## src/hdl/tpd_pkg.sv

```systemverilog
// Shared types and constants for the touch press debounce block.
`timescale 1ns / 1ps
`default_nettype none

package tpd_pkg;

  // Default and widest width of the stored transition timestamp.
  localparam int STAMP_BITS_DEF = 32;
  localparam int STAMP_MAX_BITS = 64;

  // Field widths of the streams and the configuration port.
  localparam int NOW_BITS       = 32;
  localparam int STATE_BITS     = 3;
  localparam int CFG_DATA_BITS  = 16;
  localparam int CFG_ADDR_BITS  = 1;
  localparam int IN_TDATA_BITS  = 40;
  localparam int OUT_TDATA_BITS = 8;

  // Configuration register indexes.
  localparam logic [CFG_ADDR_BITS-1:0] REG_DEBOUNCE   = 1'd0;
  localparam logic [CFG_ADDR_BITS-1:0] REG_LONG_PRESS = 1'd1;

  // Reset values of the configuration registers.
  localparam logic [CFG_DATA_BITS-1:0] DEBOUNCE_RST   = 16'd10;
  localparam logic [CFG_DATA_BITS-1:0] LONG_PRESS_RST = 16'd1000;

  // Touch state encoding, shared by the state register and the result stream.
  typedef enum logic [STATE_BITS-1:0] {
    ST_RELEASED = 3'd0,
    ST_REL_WARN = 3'd1,
    ST_PRS_WARN = 3'd2,
    ST_PRESSED  = 3'd3,
    ST_LONG     = 3'd4
  } touch_state_t;

  // Outcome of evaluating one poll.
  typedef struct packed {
    touch_state_t next_state;
    logic         stamp_load;
  } step_res_t;

endpackage

`default_nettype wire

```

## src/hdl/tpd_eval.sv

```systemverilog
// Next-state logic of the touch state machine for one poll.
`timescale 1ns / 1ps
`default_nettype none

module tpd_eval #(
  parameter int STAMP_BITS = tpd_pkg::STAMP_BITS_DEF
) (
  input  wire logic                                pen_down,
  input  wire logic                                force_req,
  input  wire logic [tpd_pkg::STATE_BITS-1:0]      forced_state,
  input  wire tpd_pkg::touch_state_t               cur_state,
  input  wire logic [STAMP_BITS-1:0]               elapsed,
  input  wire logic [tpd_pkg::CFG_DATA_BITS-1:0]   debounce_ms,
  input  wire logic [tpd_pkg::CFG_DATA_BITS-1:0]   long_press_ms,
  output tpd_pkg::step_res_t                       res
);

  logic [tpd_pkg::STATE_BITS-1:0] eff_state;
  logic                           deb_done;
  logic                           long_done;

  // A forced state replaces the stored one before the poll is evaluated.
  assign eff_state = force_req ? forced_state : cur_state;

  // Elapsed time compares against the configured intervals.
  assign deb_done  = elapsed >= STAMP_BITS'(debounce_ms);
  assign long_done = elapsed >= STAMP_BITS'(long_press_ms);

  // Transitions; codes outside the encoding fall into the default arms.
  always_comb begin
    res.next_state = tpd_pkg::ST_RELEASED;
    res.stamp_load = 1'b0;
    if (pen_down) begin
      case (eff_state)
        tpd_pkg::ST_PRS_WARN: begin
          if (deb_done) begin
            res.next_state = tpd_pkg::ST_PRESSED;
            res.stamp_load = 1'b1;
          end else begin
            res.next_state = tpd_pkg::ST_PRS_WARN;
          end
        end
        tpd_pkg::ST_PRESSED: begin
          res.next_state = long_done ? tpd_pkg::ST_LONG : tpd_pkg::ST_PRESSED;
        end
        tpd_pkg::ST_LONG: begin
          res.next_state = tpd_pkg::ST_LONG;
        end
        default: begin
          res.next_state = tpd_pkg::ST_PRS_WARN;
          res.stamp_load = 1'b1;
        end
      endcase
    end else begin
      case (eff_state)
        tpd_pkg::ST_REL_WARN: begin
          res.next_state = deb_done ? tpd_pkg::ST_RELEASED : tpd_pkg::ST_REL_WARN;
        end
        tpd_pkg::ST_RELEASED: begin
          res.next_state = tpd_pkg::ST_RELEASED;
        end
        default: begin
          res.next_state = tpd_pkg::ST_REL_WARN;
          res.stamp_load = 1'b1;
        end
      endcase
    end
  end

endmodule

`default_nettype wire

```

## src/hdl/touch_press_debounce_fsm.sv

```systemverilog
// Top level of the touch press debounce and long-press detector.
//
// Usage: each request on the in_ stream is one poll of the touch panel, carrying
// the pen-down level, a millisecond timestamp and an optional forced state. For
// every poll exactly one result request leaves on the out_ stream with the touch
// state after that poll (released, release warning, press warning, pressed,
// long press).
// Each accepted poll is held in the input register and evaluated from there;
// its result is written to the output register. Throughput: one poll per cycle
// while out_tready stays high; the only recurrence is the state and stamp
// register update, a single timestamp subtraction and compare per cycle.
// Reset (rst_n low, synchronous) clears the pipeline valids, sets the state to
// released, the stamp to zero and the intervals to 10 ms and 1000 ms.
// When the receiver stalls, the result stays in the output register and the
// input register takes one more poll; in_tready drops until the result is taken.
// The user writes the configuration port only while idle; nothing enforces it.
`timescale 1ns / 1ps
`default_nettype none

module touch_press_debounce_fsm #(
  parameter int STAMP_BITS = tpd_pkg::STAMP_BITS_DEF
) (
  input  wire logic                                 clk,
  input  wire logic                                 rst_n,
  // Fields from bit 0: pen_down[0], now_ms[32:1], force_req[33],
  // forced_state[36:34], zero fill[39:37].
  input  wire logic [tpd_pkg::IN_TDATA_BITS-1:0]    in_tdata,
  input  wire logic                                 in_tvalid,
  output logic                                      in_tready,
  // Fields from bit 0: touch_state[2:0], zero fill[7:3].
  output logic [tpd_pkg::OUT_TDATA_BITS-1:0]        out_tdata,
  output logic                                      out_tvalid,
  input  wire logic                                 out_tready,
  input  wire logic                                 cfg_wr_en,
  input  wire logic [tpd_pkg::CFG_ADDR_BITS-1:0]    cfg_addr,
  input  wire logic [tpd_pkg::CFG_DATA_BITS-1:0]    cfg_wdata
);

  // Input register.
  logic                               s1_valid_r;
  logic                               s1_pen_r;
  logic [tpd_pkg::NOW_BITS-1:0]       s1_now_r;
  logic                               s1_force_r;
  logic [tpd_pkg::STATE_BITS-1:0]     s1_forced_r;

  // Machine state and configuration.
  tpd_pkg::touch_state_t              state_r;
  tpd_pkg::touch_state_t              state_nxt;
  logic [STAMP_BITS-1:0]              stamp_r;
  logic [STAMP_BITS-1:0]              stamp_nxt;
  logic [tpd_pkg::CFG_DATA_BITS-1:0]  debounce_r;
  logic [tpd_pkg::CFG_DATA_BITS-1:0]  long_press_r;

  // Output register.
  logic                               out_valid_r;
  logic [tpd_pkg::STATE_BITS-1:0]     out_state_r;

  logic                               s1_adv;
  logic [tpd_pkg::STAMP_MAX_BITS-1:0] now_wide;
  logic [STAMP_BITS-1:0]              now_stamp;
  logic [STAMP_BITS-1:0]              elapsed;
  tpd_pkg::step_res_t                 step_res;

  // Handshake: the input stage advances when the output register is free.
  assign s1_adv    = s1_valid_r && (!out_valid_r || out_tready);
  assign in_tready = !s1_valid_r || s1_adv;

  always_ff @(posedge clk) begin
    if (!rst_n) begin
      s1_valid_r <= 1'b0;
    end else if (in_tready) begin
      s1_valid_r <= in_tvalid;
    end
  end

  always_ff @(posedge clk) begin
    if (in_tvalid && in_tready) begin
      s1_pen_r    <= in_tdata[0];
      s1_now_r    <= in_tdata[32:1];
      s1_force_r  <= in_tdata[33];
      s1_forced_r <= in_tdata[36:34];
    end
  end

  // Timestamp reduced to the stamp width and the wrapping elapsed time.
  assign now_wide  = {{(tpd_pkg::STAMP_MAX_BITS - tpd_pkg::NOW_BITS){1'b0}}, s1_now_r};
  assign now_stamp = now_wide[STAMP_BITS-1:0];
  assign elapsed   = now_stamp - stamp_r;

  tpd_eval #(
    .STAMP_BITS (STAMP_BITS)
  ) u_eval (
    .pen_down      (s1_pen_r),
    .force_req     (s1_force_r),
    .forced_state  (s1_forced_r),
    .cur_state     (state_r),
    .elapsed       (elapsed),
    .debounce_ms   (debounce_r),
    .long_press_ms (long_press_r),
    .res           (step_res)
  );

  // Next state and stamp, committed only when the poll advances.
  always_comb begin
    state_nxt = state_r;
    stamp_nxt = stamp_r;
    if (s1_adv) begin
      state_nxt = step_res.next_state;
      if (step_res.stamp_load) begin
        stamp_nxt = now_stamp;
      end
    end
  end

  always_ff @(posedge clk) begin
    if (!rst_n) begin
      state_r <= tpd_pkg::ST_RELEASED;
      stamp_r <= '0;
    end else begin
      state_r <= state_nxt;
      stamp_r <= stamp_nxt;
    end
  end

  // Configuration registers.
  always_ff @(posedge clk) begin
    if (!rst_n) begin
      debounce_r   <= tpd_pkg::DEBOUNCE_RST;
      long_press_r <= tpd_pkg::LONG_PRESS_RST;
    end else if (cfg_wr_en) begin
      case (cfg_addr)
        tpd_pkg::REG_DEBOUNCE:   debounce_r   <= cfg_wdata;
        tpd_pkg::REG_LONG_PRESS: long_press_r <= cfg_wdata;
        default: ;
      endcase
    end
  end

  // Result register.
  always_ff @(posedge clk) begin
    if (!rst_n) begin
      out_valid_r <= 1'b0;
    end else if (s1_adv) begin
      out_valid_r <= 1'b1;
    end else if (out_tready) begin
      out_valid_r <= 1'b0;
    end
  end

  always_ff @(posedge clk) begin
    if (s1_adv) begin
      out_state_r <= step_res.next_state;
    end
  end

  assign out_tvalid = out_valid_r;
  assign out_tdata  = {{(tpd_pkg::OUT_TDATA_BITS - tpd_pkg::STATE_BITS){1'b0}}, out_state_r};

  // The reported state is always a valid code, even after a forced load.
  a_state_code: assert property (@(posedge clk) disable iff (!rst_n)
    out_tvalid |-> (out_state_r <= tpd_pkg::ST_LONG))
    else $error("touch state code out of range");

  // The result register carries the state just committed.
  a_out_matches: assert property (@(posedge clk) disable iff (!rst_n)
    s1_adv |=> (out_tvalid && out_state_r == state_r))
    else $error("result differs from committed state");

  // The state and stamp change only when a poll is evaluated.
  a_state_hold: assert property (@(posedge clk) disable iff (!rst_n)
    !s1_adv |=> ($stable(state_r) && $stable(stamp_r)))
    else $error("state changed without a poll");

  // A long press can only be entered with the pen down, from pressed or a forced state.
  a_long_entry: assert property (@(posedge clk) disable iff (!rst_n)
    (s1_adv && step_res.next_state == tpd_pkg::ST_LONG && state_r != tpd_pkg::ST_LONG)
      |-> (s1_pen_r && (state_r == tpd_pkg::ST_PRESSED || s1_force_r)))
    else $error("long press entered from a wrong state");

endmodule

`default_nettype wire

```

## config.mk

```make
export PLATFORM = sky130hd
export DESIGN_NAME = touch_press_debounce_fsm
export DESIGN_NICKNAME = d
export VERILOG_FILES = /design/src/hdl/tpd_pkg.sv /design/src/hdl/tpd_eval.sv /design/src/hdl/touch_press_debounce_fsm.sv
export SDC_FILE = /design/constraint.sdc
export NUM_CORES = 1
export LEC_CHECK = 0
export ABC_CLOCK_PERIOD_IN_PS = 4900
export BUFFER_PORTS_ARGS = -buffer_cell sky130_fd_sc_hd__buf_4
export CAP_MARGIN = 20
export CORE_MARGIN = 2
export CORE_UTILIZATION = 41
export DETAILED_ROUTE_END_ITERATION = 12
export GPL_ROUTABILITY_DRIVEN = 0
export GPL_TIMING_DRIVEN = 0
export SLEW_MARGIN = 20
export SYNTH_ARGS = -nofsm -noshare
export SYNTH_HDL_FRONTEND = slang
export SYNTH_SLANG_ARGS = --single-unit
```

## constraint.sdc

```tcl
create_clock -name clk -period 4.9 [get_ports clk]
set_input_delay 0.98 -clock clk [delete_from_list [all_inputs] [get_ports clk]]
set_output_delay 0.98 -clock clk [all_outputs]
set_load 0.05 [all_outputs]
```

==> summary.txt <==
Power
  • Power share of the clock group: 31.2%
  • Sequential power share: 42.4%
  • Leak Pwr: 0.00319 µW
  • Comb power frac: 26.3%
  • Power per cell area: 298 nW/µm²
  • Pint: 1680 µW
  • Final Total Pwr: 2390 µW
  • Net Sw Power: 715 µW
  • Maximum vdd drop: 0.191 mV
  • Sw Share: 29.9%

Critical path
  • Reg2Reg Capture Point: out_state_r[0]
  • Crit path launch: now_stamp[0]
  • WP data required: 5010 ps
  • Reg2reg setup slack: 520 ps
  • R2R depth: 16
  • Critical path type: register to register
  • Crit-path max FO: 3
  • CP Capture Type: register
  • Reg-to-Reg Start: now_stamp[0]
  • CP Launch Type: register
  • Data arrival, critical path: 4490 ps

Finish
  • ANT cells: 0
  • Area Overhead vs Synth: 15.7%
  • Sequential cell area: 2580 µm²
  • Layout fillers: 1,632
  • Final non-filler cell total: 1,104
  • Share of cells above drive strength 1: 11.9%
  • Nets: 1,005
  • Multi-input gate area: 3890 µm²

STA
  • Final TNS setup: 0 ps
  • Min Tclk post-route: 4380 ps
  • Slew Limit Headroom: 58.4%
  • Final Max Tran Viols: 0
  • Peak Freq: 228 MHz
  • Final worst-path cycle share: 89.4%
  • Worst Tran Pin Value: 623 ps
  • # setup viols final: 0
  • Endpoints failing hold: 0
  • Clk_skew: 11.8 ps
  • Unrepaired setup endpoints after global routing: false

Min path
  • Hold Path Origin: stamp_r[21]
  • Hold depth: 2
  • Worst hold endpoint: stamp_r[21]
  • Hold Path Class: register to register

Global route
  • Antenna violations before repair: 0
  • Gr usage total: 18.1%
  • Global-route wire length before repair: 26,000 µm
  • Vias in the first global route: 5,314
  • Gr ovfl total: 0
  • Largest net degree at the start of global routing: 32

Synthesis
  • Post-synthesis sequential area ratio: 37.3%
  • Synth top area cells: dfxtp_1, edfxtp_1, ha_1
  • Synth cell types: 64
  • Yosys top cell area share: 19.9%
  • Synthesis Warnings: 0
  • Ys async rst share: 0%
  • EDFF count, synth: 40
  • Syn avg cell area: 8.65 µm²
  • Cell Area, Synth: 6930 µm²
  • Largest area contributor in the netlist: dfxtp_1
  • Synth Flop Type: dfxtp_1
  • Seq cells post-synth: 109
  • Syn Inst Count: 801

Clock network
  • CTS HTree Levels: 3
  • Clk pin slew, worst setup/hold paths: 70 ps
  • Clock Tree Buf Depth: 2
  • CTS Buf Count: 9
  • Post-CTS Hold Buffers: 0
  • Root Driver: clkbuf_16
  • Skew-Pair Late Insertion Delay: 360 ps
  • CTS tree: built
  • CTS resizes: 0
  • Post-CTS Setup Bufs: 0
  • Sink Count: 109

Status
  • Status: completed

Route
  • DRT antenna net count: 0
  • WL final: 15,300 µm
  • Total number of vias: 5,582
  • Remaining DRCs: 0
  • Initial drt markers: 322
  • Drt pass-1 iters: 5
  • Routed WL per cell: 13.9 µm
  • Via density: 5.06

Die
  • Rows: 47
  • Core area: 16,500 µm²
  • DIE AREA: 17,900 µm²
  • # IOs: 72
  • Die Wd: 134 µm
  • Die height: 134 µm
  • Initial Utilization: 41.9%

Job
  • Number of max-cap violations: 0

Place
  • Post-DP HPWL: 11,900 µm
  • Placed Instances: 1,088
  • PortBufs: 62
==> Yosys cell counts, drive strengths merged (8+ instances only) <==
| cell | number |
|---|---|
| nor3 | 9 |
| a21oi | 49 |
| a21o | 14 |
| nor2 | 31 |
| a21boi | 25 |
| ha | 63 |
| buf | 11 |
| nand2 | 157 |
| o21ai | 34 |
| nand3 | 11 |
| inv | 74 |
| o21a | 9 |
| edfxtp | 40 |
| o211ai | 16 |
| dfxtp | 69 |
| and2 | 8 |
| nand4 | 9 |
| xnor2 | 15 |
| nand2b | 12 |
| mux2i | 36 |
| clkbuf | 28 |
==> worst max-delay path, stage by stage (launching register included) <==
cell and delay (ps):
edfxtp_1 350, inv_1 50, ha_1 190, fa_1 400
nand2b_1 180, a21oi_1 250, nor2_1 120, o21ai_0 280
a31oi_1 140, xnor2_1 350, ha_1 330, a21o_1 190
a221oi_1 270, a31oi_1 220, nor4b_4 340, o22ai_1 140
or2_2 320
==> layout by cell type, fill, tap and decap left out, types with 25 or more instances in the layout <==
cell,Yosys,layout
mux2i_1,36,36
buf_4,6,68
a21boi_0,25,25
edfxtp_1,40,40
nor2_1,31,31
a21oi_1,49,49
ha_1,63,63
dfxtp_1,69,69
inv_1,74,74
clkbuf_1,27,29
nand2_1,157,157
o21ai_0,32,32
==> stage by stage <==
stage	hold slack, ps	setup slack (ps)	cell area (µm²)	utilization [%]
floorplan	435	1160	6940	-
global route	478	284	8010	48.5
detailed placement	448	546	7700	46.6
finish	458	522	8010	48.5
CTS	460	523	8010	48.5
global placement	444	542	7680	46.5
==> worst max-delay path by stage <==
stage                          end  slack [ps]  cells past startpoint
finish              out_state_r[0]         520                     16
global route           stamp_r[17]         280                     17
CTS                    stamp_r[26]         520                     17
detailed placement  out_state_r[0]         550                     16
global placement       stamp_r[26]         540                     17
floorplan           out_state_r[0]        1160                     15
==> routing by layer <==
layer	vias to the layer above	global-route usage, %	routed length (µm)
li1	2952	-	-
met1	2539	25.5	7910
met2	78	28.3	6620
met3	13	3.40	568
met4	0	5.38	229
met5	-	0	0
==> registers in the layout (all words and copies together) (netlist names) <==
signal	count
debounce_r	16
long_press_r	16
now_stamp	32
out_state_r	3
out_tvalid	1
s1_force_r	1
s1_forced_r	3
s1_pen_r	1
s1_valid_r	1
stamp_r	32
state_r	3
==> layout make-up <==
type | count | area share, %
Buffer | 39 | 2.44
Clock buffer | 14 | 3.70
Clock inverter | 2 | 0.141
Inverter | 74 | 3.47
Multi-Input combinational cell | 583 | 48.5
Sequential cell | 109 | 32.2
Tap cell | 220 | 3.44
Timing Repair Buffer | 63 | 6.06
==> cells by family (layout without fill, tap and decap cells) <==
kind of cell,after synthesis,after routing,share of synthesized area (%)
compound gates,192,192,18.6
buf+inv,113,192,6.83
simple gates,260,260,16.9
other cells,1,5,0.0541
mux,40,40,5.85
xor+xnor,22,22,2.78
fa+ha+maj,64,64,11.7
flops,109,109,37.3
==> power groups by stage <==
| stage | clock network [µW] | logic [µW] | registers [µW] |
|---|---|---|---|
| 6_report | 747 | 629 | 1010 |
| 5_1_grt | 806 | 716 | 1020 |
| 4_1_cts | 769 | 629 | 1010 |
| 3_5_place_dp | 0 | 622 | 1030 |
| 3_3_place_gp | 0 | 616 | 1030 |
| 2_1_floorplan | 0 | 452 | 1030 |
No activity file was read; power rests on OpenSTA's default activity.
